### config.mk
export PLATFORM = sky130hd
export DESIGN_NAME = launch_sequencer
export DESIGN_NICKNAME = d
export VERILOG_FILES = /design/src/hdl/ls_pkg.sv /design/src/hdl/ls_cfg.sv /design/src/hdl/ls_cue.sv /design/src/hdl/ls_step.sv /design/src/hdl/launch_sequencer.sv
export VERILOG_INCLUDE_DIRS = /design/src /design/src/hdl
export SDC_FILE = /design/constraint.sdc
export NUM_CORES = 1
export LEC_CHECK = 0
export ABC_AREA = 1
export ABC_CLOCK_PERIOD_IN_PS = 9700
export BUFFER_PORTS_ARGS = -buffer_cell sky130_fd_sc_hd__buf_2
export CORE_MARGIN = 3
export CORE_UTILIZATION = 55
export CTS_CLUSTER_DIAMETER = 60
export DETAILED_ROUTE_END_ITERATION = 8
export PLACE_DENSITY_LB_ADDON = 0.25
export SETUP_SLACK_MARGIN = 0.15
export SLEW_MARGIN = 20
export SYNTH_ARGS = -nofsm -noshare
export SYNTH_HDL_FRONTEND = slang
export SYNTH_HIERARCHICAL = 1
export SYNTH_SLANG_ARGS = --single-unit
### constraint.sdc
create_clock -name clk_i -period 9.7 [get_ports clk_i]
set_clock_uncertainty 0.05 [all_clocks]
set_input_delay 0.485 -clock clk_i [delete_from_list [all_inputs] [get_ports clk_i]]
set_output_delay 0.485 -clock clk_i [all_outputs]
set_load 0.05 [all_outputs]
### src/hdl/launch_sequencer_defines.svh
// Assertion macros shared by the launch sequencer RTL.
`ifndef LAUNCH_SEQUENCER_DEFINES_SVH
`define LAUNCH_SEQUENCER_DEFINES_SVH

`ifndef SYNTHESIS

// Checked at every rising edge while reset is released.
`define LS_ASSERT(lbl, clk, rst_n, prop, msg) \
  lbl: assert property (@(posedge clk) disable iff (!(rst_n)) (prop)) else $error(msg);

// Checked at every rising edge, reset included.
`define LS_ASSERT_ALWAYS(lbl, clk, prop, msg) \
  lbl: assert property (@(posedge clk) (prop)) else $error(msg);

`else

`define LS_ASSERT(lbl, clk, rst_n, prop, msg)
`define LS_ASSERT_ALWAYS(lbl, clk, prop, msg)

`endif

`endif

### src/hdl/ls_pkg.sv
// Types and constants of the launch sequencer.
package ls_pkg;

  localparam int unsigned CfgDataW = 16;
  localparam int unsigned CfgIdxW  = 3;

  typedef enum logic [CfgIdxW-1:0] {
    CFG_WHEELED         = 3'd0,
    CFG_THROTTLE_MIN    = 3'd1,
    CFG_THROTTLE_MAX    = 3'd2,
    CFG_RAMP_STEP       = 3'd3,
    CFG_RAMP_PERIOD_MS  = 3'd4,
    CFG_IDLE_SPINUP_MS  = 3'd5,
    CFG_EXIT_TIMEOUT_MS = 3'd6,
    CFG_DETECT_MS       = 3'd7
  } cfg_idx_e;

  typedef enum logic [1:0] {
    BEEP_NONE     = 2'd0,
    BEEP_WAITING  = 2'd1,
    BEEP_LAUNCHED = 2'd2
  } beep_e;

  // Register reset values
  localparam logic        RstWheeled      = 1'b0;
  localparam logic [10:0] RstThrottleMin  = 11'd1100;
  localparam logic [10:0] RstThrottleMax  = 11'd1700;
  localparam logic [8:0]  RstRampStep     = 9'd100;
  localparam logic [15:0] RstRampPeriod   = 16'd300;
  localparam logic [15:0] RstIdleSpinup   = 16'd1500;
  localparam logic [15:0] RstExitTimeout  = 16'd5000;
  localparam logic [15:0] RstDetect       = 16'd40;

  localparam logic [10:0]        RampReset     = 11'd1000;
  localparam logic [11:0]        PitchHoldRx   = 12'd1400;
  localparam logic signed [15:0] BankPitchLim  = -16'sd450;
  localparam logic [16:0]        SwingRateMin  = 17'd1746;
  localparam logic [15:0]        FwdSpeedMin   = 16'd300;

  typedef struct packed {
    logic        wheeled;
    logic [10:0] throttle_min;
    logic [10:0] throttle_max;
    logic [8:0]  ramp_step;
    logic [15:0] ramp_period_ms;
    logic [15:0] idle_spinup_ms;
    logic [15:0] exit_timeout_ms;
    logic [15:0] detect_ms;
  } cfg_t;

  typedef struct packed {
    logic [31:0]        now_ms;
    logic               plane_enabled;
    logic               launch_mode_on;
    logic               throttle_mid;
    logic               armed;
    logic signed [15:0] pitch_accel;
    logic signed [15:0] roll_accel;
    logic signed [15:0] yaw_rate_mrad;
    logic               tilt_ok;
    logic [15:0]        ground_speed;
    logic [11:0]        rx_throttle;
    logic               sticks_moved;
  } item_t;

  typedef struct packed {
    logic        throttle_write;
    logic [10:0] throttle_cmd;
    logic        attitude_write;
    logic        arm_request;
    logic [1:0]  beep;
    logic        beep_silence;
    logic        launch_done;
  } res_t;

endpackage

### src/hdl/ls_cfg.sv
// Configuration register file of the launch sequencer.
module ls_cfg (
  input  logic                          clk_i,
  input  logic                          rst_ni,
  input  logic                          cfg_we_i,
  input  logic [ls_pkg::CfgIdxW-1:0]    cfg_idx_i,
  input  logic [ls_pkg::CfgDataW-1:0]   cfg_data_i,
  output ls_pkg::cfg_t                  cfg_o
);

  ls_pkg::cfg_t cfg_q, cfg_d;

  always_comb begin
    cfg_d = cfg_q;
    if (cfg_we_i) begin
      unique case (ls_pkg::cfg_idx_e'(cfg_idx_i))
        ls_pkg::CFG_WHEELED:         cfg_d.wheeled         = cfg_data_i[0];
        ls_pkg::CFG_THROTTLE_MIN:    cfg_d.throttle_min    = cfg_data_i[10:0];
        ls_pkg::CFG_THROTTLE_MAX:    cfg_d.throttle_max    = cfg_data_i[10:0];
        ls_pkg::CFG_RAMP_STEP:       cfg_d.ramp_step       = cfg_data_i[8:0];
        ls_pkg::CFG_RAMP_PERIOD_MS:  cfg_d.ramp_period_ms  = cfg_data_i;
        ls_pkg::CFG_IDLE_SPINUP_MS:  cfg_d.idle_spinup_ms  = cfg_data_i;
        ls_pkg::CFG_EXIT_TIMEOUT_MS: cfg_d.exit_timeout_ms = cfg_data_i;
        ls_pkg::CFG_DETECT_MS:       cfg_d.detect_ms       = cfg_data_i;
        default: cfg_d = cfg_q;
      endcase
    end
  end

  always_ff @(posedge clk_i or negedge rst_ni) begin
    if (!rst_ni) begin
      cfg_q.wheeled         <= ls_pkg::RstWheeled;
      cfg_q.throttle_min    <= ls_pkg::RstThrottleMin;
      cfg_q.throttle_max    <= ls_pkg::RstThrottleMax;
      cfg_q.ramp_step       <= ls_pkg::RstRampStep;
      cfg_q.ramp_period_ms  <= ls_pkg::RstRampPeriod;
      cfg_q.idle_spinup_ms  <= ls_pkg::RstIdleSpinup;
      cfg_q.exit_timeout_ms <= ls_pkg::RstExitTimeout;
      cfg_q.detect_ms       <= ls_pkg::RstDetect;
    end else begin
      cfg_q <= cfg_d;
    end
  end

  assign cfg_o = cfg_q;

endmodule

### src/hdl/ls_cue.sv
// Throw cue detector: banked pitch-down, swing, or forward GPS motion.
module ls_cue (
  input  ls_pkg::item_t item_i,
  output logic          cue_o
);

  logic signed [15:0] pitch, roll, yaw;
  logic signed [16:0] yaw_ext, yaw_abs;
  logic signed [20:0] roll10, yaw3;
  logic               pitch_pos, roll_pos, yaw_pos;
  logic               banked, swing, fwd;

  assign pitch = $signed(item_i.pitch_accel);
  assign roll  = $signed(item_i.roll_accel);
  assign yaw   = $signed(item_i.yaw_rate_mrad);

  assign pitch_pos = !pitch[15] && (pitch != 16'sd0);
  assign roll_pos  = !roll[15] && (roll != 16'sd0);
  assign yaw_pos   = !yaw[15] && (yaw != 16'sd0);

  assign yaw_ext = {yaw[15], yaw};
  assign yaw_abs = yaw[15] ? -yaw_ext : yaw_ext;

  // roll*1000/yaw > 300, cross-multiplied with the sign of yaw
  assign roll10 = {{5{roll[15]}}, roll} * 21'sd10;
  assign yaw3   = {{5{yaw[15]}}, yaw} * 21'sd3;

  assign banked = (pitch < ls_pkg::BankPitchLim) && item_i.tilt_ok;
  assign swing  = ($unsigned(yaw_abs) >= ls_pkg::SwingRateMin) && pitch_pos &&
                  (yaw_pos ? (roll10 > yaw3) : (roll10 < yaw3));
  assign fwd    = roll_pos && (item_i.ground_speed > ls_pkg::FwdSpeedMin);

  assign cue_o = banked || swing || fwd;

endmodule

### src/hdl/ls_step.sv
// Launch sequence state and the per-tick step logic.
`include "launch_sequencer_defines.svh"

module ls_step (
  input  logic          clk_i,
  input  logic          rst_ni,
  input  logic          en_i,
  input  ls_pkg::item_t item_i,
  input  ls_pkg::cfg_t  cfg_i,
  input  logic          cue_i,
  output ls_pkg::res_t  res_o
);

  logic [15:0] detect_sum_q, detect_sum_d;
  logic [31:0] detect_prev_q, detect_prev_d;
  logic        active_q, active_d;
  logic        once_q, once_d;
  logic        finished_q, finished_d;
  logic        peak_q, peak_d;
  logic        tmo_armed_q, tmo_armed_d;
  logic [10:0] ramp_q, ramp_d;
  logic [31:0] ramp_start_q, ramp_start_d;
  logic [31:0] tmo_start_q, tmo_start_d;

  logic [31:0] now;
  logic [31:0] ramp_dt, tmo_dt, det_dt;
  logic [11:0] ramp_sum;
  logic [32:0] det_sum;
  logic [15:0] det_sat;
  logic        wheels, hold_rx, timed_out;
  ls_pkg::res_t res;

  assign now      = item_i.now_ms;
  assign wheels   = cfg_i.wheeled;
  assign hold_rx  = item_i.rx_throttle >= ls_pkg::PitchHoldRx;
  assign ramp_dt  = now - ramp_start_q;
  assign tmo_dt   = now - tmo_start_q;
  assign det_dt   = now - detect_prev_q;
  assign ramp_sum = {1'b0, ramp_q} + {3'b0, cfg_i.ramp_step};
  assign det_sum  = {17'b0, detect_sum_q} + {1'b0, det_dt};
  assign det_sat  = (det_sum[32:16] != 17'd0) ? 16'hFFFF : det_sum[15:0];

  always_comb begin
    detect_sum_d  = detect_sum_q;
    detect_prev_d = detect_prev_q;
    active_d      = active_q;
    once_d        = once_q;
    finished_d    = finished_q;
    peak_d        = peak_q;
    tmo_armed_d   = tmo_armed_q;
    ramp_d        = ramp_q;
    ramp_start_d  = ramp_start_q;
    tmo_start_d   = tmo_start_q;
    timed_out     = 1'b0;
    res           = '0;

    if (item_i.plane_enabled) begin
      if (item_i.launch_mode_on && item_i.throttle_mid && !finished_q) begin
        res.beep = active_q ? ls_pkg::BEEP_LAUNCHED : ls_pkg::BEEP_WAITING;
        if (wheels) begin
          active_d           = 1'b1;
          res.arm_request    = !item_i.armed;
          res.throttle_write = 1'b1;
          res.throttle_cmd   = ramp_q;
          if (ramp_dt >= {16'b0, cfg_i.ramp_period_ms}) begin
            if (peak_q) begin
              if (ramp_q < cfg_i.throttle_max) begin
                ramp_d = ramp_sum[11] ? 11'h7FF : ramp_sum[10:0];
              end else begin
                ramp_d = cfg_i.throttle_max;
              end
            end
            peak_d       = 1'b1;
            ramp_start_d = now;
          end
        end

        if (active_d) begin
          if (!wheels) begin
            // hand launch: idle at minimum, then full throttle after the spinup delay
            if (ramp_dt >= {16'b0, cfg_i.idle_spinup_ms}) begin
              if (peak_q) begin
                res.throttle_write = 1'b1;
                res.throttle_cmd   = cfg_i.throttle_max;
                res.beep_silence   = 1'b1;
              end else begin
                ramp_start_d = now;
              end
              peak_d = 1'b1;
            end else begin
              res.throttle_write = 1'b1;
              res.throttle_cmd   = cfg_i.throttle_min;
            end
          end
          if (!wheels || hold_rx) res.attitude_write = 1'b1;
          if (!item_i.armed) res.arm_request = 1'b1;
          // timeout fires on the second expiry; the first one restarts the window
          if (cfg_i.exit_timeout_ms != 16'd0 && tmo_dt >= {16'b0, cfg_i.exit_timeout_ms}) begin
            if (tmo_armed_q) begin
              timed_out = 1'b1;
            end else begin
              tmo_start_d = now;
              tmo_armed_d = 1'b1;
            end
          end
          if (timed_out || item_i.sticks_moved) begin
            finished_d = 1'b1;
            active_d   = 1'b0;
          end
          once_d = 1'b1;
        end else if (!once_q && !wheels) begin
          detect_prev_d = now;
          if (cue_i) begin
            detect_sum_d = det_sat;
            if (det_sat >= cfg_i.detect_ms) active_d = 1'b1;
          end else begin
            detect_sum_d = 16'd0;
          end
        end

        if (!finished_d && (!wheels || (hold_rx && active_d))) res.attitude_write = 1'b1;
      end

      // disarmed with throttle off center restarts the sequence
      if (!item_i.armed && !item_i.throttle_mid) begin
        once_d       = 1'b0;
        finished_d   = 1'b0;
        peak_d       = 1'b0;
        tmo_armed_d  = 1'b0;
        ramp_d       = ls_pkg::RampReset;
        ramp_start_d = '0;
        tmo_start_d  = '0;
      end
    end

    res.launch_done = finished_d;
  end

  always_ff @(posedge clk_i or negedge rst_ni) begin
    if (!rst_ni) begin
      detect_sum_q  <= '0;
      detect_prev_q <= '0;
      active_q      <= 1'b0;
      once_q        <= 1'b0;
      finished_q    <= 1'b0;
      peak_q        <= 1'b0;
      tmo_armed_q   <= 1'b0;
      ramp_q        <= ls_pkg::RampReset;
      ramp_start_q  <= '0;
      tmo_start_q   <= '0;
    end else if (en_i) begin
      detect_sum_q  <= detect_sum_d;
      detect_prev_q <= detect_prev_d;
      active_q      <= active_d;
      once_q        <= once_d;
      finished_q    <= finished_d;
      peak_q        <= peak_d;
      tmo_armed_q   <= tmo_armed_d;
      ramp_q        <= ramp_d;
      ramp_start_q  <= ramp_start_d;
      tmo_start_q   <= tmo_start_d;
    end
  end

  assign res_o = res;

  `LS_ASSERT(a_fin_not_active, clk_i, rst_ni, finished_q |-> !active_q, "finished while active")
  `LS_ASSERT(a_state_hold, clk_i, rst_ni, !en_i |=> $stable(ramp_q) && $stable(finished_q),
             "state moved without an item")

endmodule

### src/hdl/launch_sequencer.sv
// Top level of the fixed-wing auto-launch sequencer.
//
// One input item is one control tick (time, mode and arm flags, IMU and GPS
// readings); each item yields exactly one result item with the throttle,
// attitude, arm and beeper commands of that tick.
// Both channels use valid/stall: an item moves on a rising edge with valid
// high and stall low. Configuration registers are written through the
// cfg_we_i/cfg_idx_i/cfg_data_i port, one register per edge; the user must
// write them only while idle, which the block does not enforce. An accepted
// item moves on from the input register when the result register is free.
// Throughput: one item per cycle unless the result stalls; the sequence state
// is updated in the same cycle that a tick moves into the result register.
// A stalled result holds; the input register still takes one more item, and
// in_stall_o rises once that register is full behind a stalled result.
// Reset clears both registers' valid flags, returns every configuration
// register to its default and restarts the launch sequence state.
`include "launch_sequencer_defines.svh"

module launch_sequencer (
  input  logic                        clk_i,
  input  logic                        rst_ni,
  input  logic                        cfg_we_i,
  input  logic [ls_pkg::CfgIdxW-1:0]  cfg_idx_i,
  input  logic [ls_pkg::CfgDataW-1:0] cfg_data_i,
  input  logic                        in_valid_i,
  output logic                        in_stall_o,
  input  logic [31:0]                 now_ms_i,
  input  logic                        plane_enabled_i,
  input  logic                        launch_mode_on_i,
  input  logic                        throttle_mid_i,
  input  logic                        armed_i,
  input  logic signed [15:0]          pitch_accel_i,
  input  logic signed [15:0]          roll_accel_i,
  input  logic signed [15:0]          yaw_rate_mrad_i,
  input  logic                        tilt_ok_i,
  input  logic [15:0]                 ground_speed_i,
  input  logic [11:0]                 rx_throttle_i,
  input  logic                        sticks_moved_i,
  output logic                        out_valid_o,
  input  logic                        out_stall_i,
  output logic                        throttle_write_o,
  output logic [10:0]                 throttle_cmd_o,
  output logic                        attitude_write_o,
  output logic                        arm_request_o,
  output logic [1:0]                  beep_o,
  output logic                        beep_silence_o,
  output logic                        launch_done_o
);

  ls_pkg::cfg_t  cfg;
  ls_pkg::item_t item_q;
  ls_pkg::res_t  res, res_q;
  logic          in_vld_q, in_vld_d;
  logic          out_vld_q, out_vld_d;
  logic          in_take, out_free, step_fire, cue;

  assign out_free   = !out_vld_q || !out_stall_i;
  assign step_fire  = in_vld_q && out_free;
  assign in_stall_o = in_vld_q && !out_free;
  assign in_take    = in_valid_i && !in_stall_o;

  assign in_vld_d  = in_take || (in_vld_q && !step_fire);
  assign out_vld_d = step_fire || (out_vld_q && out_stall_i);

  always_ff @(posedge clk_i or negedge rst_ni) begin
    if (!rst_ni) begin
      in_vld_q  <= 1'b0;
      out_vld_q <= 1'b0;
    end else begin
      in_vld_q  <= in_vld_d;
      out_vld_q <= out_vld_d;
    end
  end

  always_ff @(posedge clk_i) begin
    if (in_take) begin
      item_q.now_ms         <= now_ms_i;
      item_q.plane_enabled  <= plane_enabled_i;
      item_q.launch_mode_on <= launch_mode_on_i;
      item_q.throttle_mid   <= throttle_mid_i;
      item_q.armed          <= armed_i;
      item_q.pitch_accel    <= pitch_accel_i;
      item_q.roll_accel     <= roll_accel_i;
      item_q.yaw_rate_mrad  <= yaw_rate_mrad_i;
      item_q.tilt_ok        <= tilt_ok_i;
      item_q.ground_speed   <= ground_speed_i;
      item_q.rx_throttle    <= rx_throttle_i;
      item_q.sticks_moved   <= sticks_moved_i;
    end
    if (step_fire) begin
      res_q <= res;
    end
  end

  ls_cfg u_cfg (
    .clk_i      (clk_i),
    .rst_ni     (rst_ni),
    .cfg_we_i   (cfg_we_i),
    .cfg_idx_i  (cfg_idx_i),
    .cfg_data_i (cfg_data_i),
    .cfg_o      (cfg)
  );

  ls_cue u_cue (
    .item_i (item_q),
    .cue_o  (cue)
  );

  ls_step u_step (
    .clk_i  (clk_i),
    .rst_ni (rst_ni),
    .en_i   (step_fire),
    .item_i (item_q),
    .cfg_i  (cfg),
    .cue_i  (cue),
    .res_o  (res)
  );

  assign out_valid_o      = out_vld_q;
  assign throttle_write_o = res_q.throttle_write;
  assign throttle_cmd_o   = res_q.throttle_cmd;
  assign attitude_write_o = res_q.attitude_write;
  assign arm_request_o    = res_q.arm_request;
  assign beep_o           = res_q.beep;
  assign beep_silence_o   = res_q.beep_silence;
  assign launch_done_o    = res_q.launch_done;

  `LS_ASSERT_ALWAYS(a_stall_only_full, clk_i, in_stall_o |-> in_vld_q,
                    "input stalled with an empty input register")
  `LS_ASSERT(a_cmd_zero, clk_i, rst_ni, out_vld_q && !res_q.throttle_write |-> res_q.throttle_cmd == 11'd0,
             "throttle command without a throttle write")
  `LS_ASSERT(a_silence_full, clk_i, rst_ni, out_vld_q && res_q.beep_silence |-> res_q.throttle_write,
             "beeper silenced without launch throttle")

endmodule

==> summary.txt <==
critical path peak fanout = 16
total track usage = 0.294
CTS Buffer Depth = 3
gpl congestion = 0.969
Resize count post-CTS = 0
crit path capture type = register
NumNets Final = 4443
largest net degree at the start of global routing = 91
CP max stage delay = 0.66 ns
vias in the first global route = 24192
Sw Ratio = 0.460
Row Count = 81
Antenna Nets Post-Route = 0
Leak = 0.0158 uW
unrepaired setup endpoints after global routing = false
Arrival @ worst endpoint = 6.81 ns
Pwr per Cell Area = 253 nW/um2
Remaining Overflow, GRT = 0
Core Region = 49100 um2
Die Footprint = 52500 um2
initial antenna violation count = 1
Vias/cell = 5.38
Worst-path clk slew = 0.06 ns
H-tree Lvls = 2
Synth Warn # = 6
1st-pass router iterations = 7
fmax = 156 MHz
drt first-iter violations = 2006
CTS Buf Count = 42
commonest non-fill, non-tap cells in the layout = 1276 x nand2_1, 552 x inv_1, 273 x ha_1
Setup Fix Bufs, Post-CTS = 0
critical path buffer and inverter count = 2
final hold violations = 0
Mapped Area = 27400 um2
Clock Latency Late Sink = 0.61 ns
DIE WIDTH = 229 um
Port-buffer cells = 154
Ports = 158
Fin Setup TNS = 0 ns
Clock Sinks = 355
routed via count = 25432
Setup CP Type = reg2reg
Slew Limit Fails = 0
Max VDD drop = 0.162 mV
Tmin final = 6.40 ns
fin util = 0.633
Final setup viols = 0
DP Area = 28800 um2
first-pass GRT wire length = 125 mm
DRC viols = 0
Clk network pwr share = 0.200
Top delay family on crit path = simple AND/OR/NAND/NOR gates
worst rel slew slack = 0.316
status = finished clean
footprint of the multi-input gates = 15400 um2
Pwr Total = 7860 uW
instance count of the mapped netlist = 3797
design internal power = 4240 uW
post-synthesis net count = 4215
Syn Area/Cell = 7.22 um2
CP startpoint kind = register
Gate power share = 0.531
Area Overhead vs Synth = 13.2%
register area = 9570 um2
NetSw = 3620 uW
Worst-Margin Slew = 1.03 ns
commonest non-fill, non-tap cell in the layout = nand2_1
TritonCTS clock tree = done
critical path's most frequent cell = nand2_1
final std cell area, no fill = 31000 um2
Routed WL per cell = 16.5 um
Hold Crit Class = in2reg
CTS root buf = clkbuf_16
Die H = 229 um
Worst Path Required = 10.10 ns
fraction of layout cells with a size suffix above 1 = 0.0934
DP Wirelength = 58.3 mm
sequential share of power = 0.269
Final period util = 0.660
Slowest cell on crit path = edfxtp_1
final WL = 78.0 mm
Initial Util = 0.559
max_cap viols = 0
Filler cells = 4489
## power groups by stage
| stage | Sequential, uW | Clock (uW) | Combinational (uW) |
|---|---|---|---|
| final | 2120 | 1570 | 4170 |
| after global routing | 2160 | 1660 | 4760 |
| after CTS | 2110 | 1590 | 4120 |
| after detailed placement | 2130 | 0 | 4060 |
| after global placement | 2130 | 0 | 4000 |
| after floorplan | 2090 | 0 | 3140 |
## area by class of cell
cell class	instances	share of cell area
well taps	664	0.0268
inverters	569	0.0689
clock inverters	27	0.00923
flip-flops and latches	355	0.309
multi-input cells	2808	0.497
diodes	1	0.0000806
clock buffers	51	0.0353
repair buffers	249	0.0546
## metrics by stage
step,setup slack [ns],hold WS [ns],cells
after floorplan,4.73,0.139,3797
after global placement,3.48,0.402,4565
after detailed placement,3.37,0.404,4565
after CTS,3.35,0.00126,4722
after global routing,2.62,0.00944,4724
final,3.30,0.0354,4724
## flip-flops by register name, indices dropped and copies added, names as in the netlist
signal                flops
throttle_cmd_o           11
u_step/detect_sum_q      16
u_step/finished_q         1
u_step/peak_q             1
attitude_write_o          1
u_step/detect_prev_q     32
u_step/tmo_armed_q        1
u_step/ramp_q            11
arm_request_o             1
beep_silence_o            1
throttle_write_o          1
u_step/ramp_start_q      32
u_step/active_q           1
u_step/once_q             1
launch_done_o             1
u_cfg/cfg_o              96
in_vld_q                  1
out_valid_o               1
u_step/tmo_start_q       32
item_q                  111
beep_o                    2
## worst paths after layout
path / startpoint / to / slack (ns) / depth (start not counted)
max: item_q[83]$_DFFE_PP_ / u_step/active_q$_DFFE_PN0P_ / 3.30 / 35
min: yaw_rate_mrad_i[14] / item_q[44]$_DFFE_PP_ / 0.04 / 1
max reg2reg: item_q[83]$_DFFE_PP_ / u_step/active_q$_DFFE_PN0P_ / 3.30 / 35
min reg2reg: u_cfg/cfg_o[56]$_DFFE_PN1P_ / u_cfg/cfg_o[56]$_DFFE_PN1P_ / 0.41 / 2
max in group asynchronous: rst_ni / u_cfg/cfg_o[47]$_DFFE_PN0P_ / 6.89 / 4
min in group asynchronous: rst_ni / u_step/detect_prev_q[30]$_DFFE_PN0P_ / 0.46 / 2
## timing repair
| action | in CTS | in global routing |
|---|---|---|
| hold buffers | 79 | 1 |
| endpoints found under the hold margin | 167 | 1 |
| endpoints found under the setup margin | 0 | 0 |
## metal layers
metal	global-route usage	wire length (um)	part of all wire
met2	0.479	35600	0.46
met5	0	0	0
met1	0.415	35300	0.45
met4	0.0861	2050	0.026
met3	0.0346	5070	0.065
## worst register-to-register path, delay by kind of cell (launching register included)
kind / cells / cell delay [ns]
XOR/XNOR: 1 / 0.11
AO/OA/AOI/OAI: 5 / 0.78
AND/OR/NAND/NOR: 24 / 3.09
flip-flops: 1 / 0.66
adder cells (fa/ha/maj): 3 / 1.26
buffers and inverters: 2 / 0.33
(Power assumes the default switching activity.)
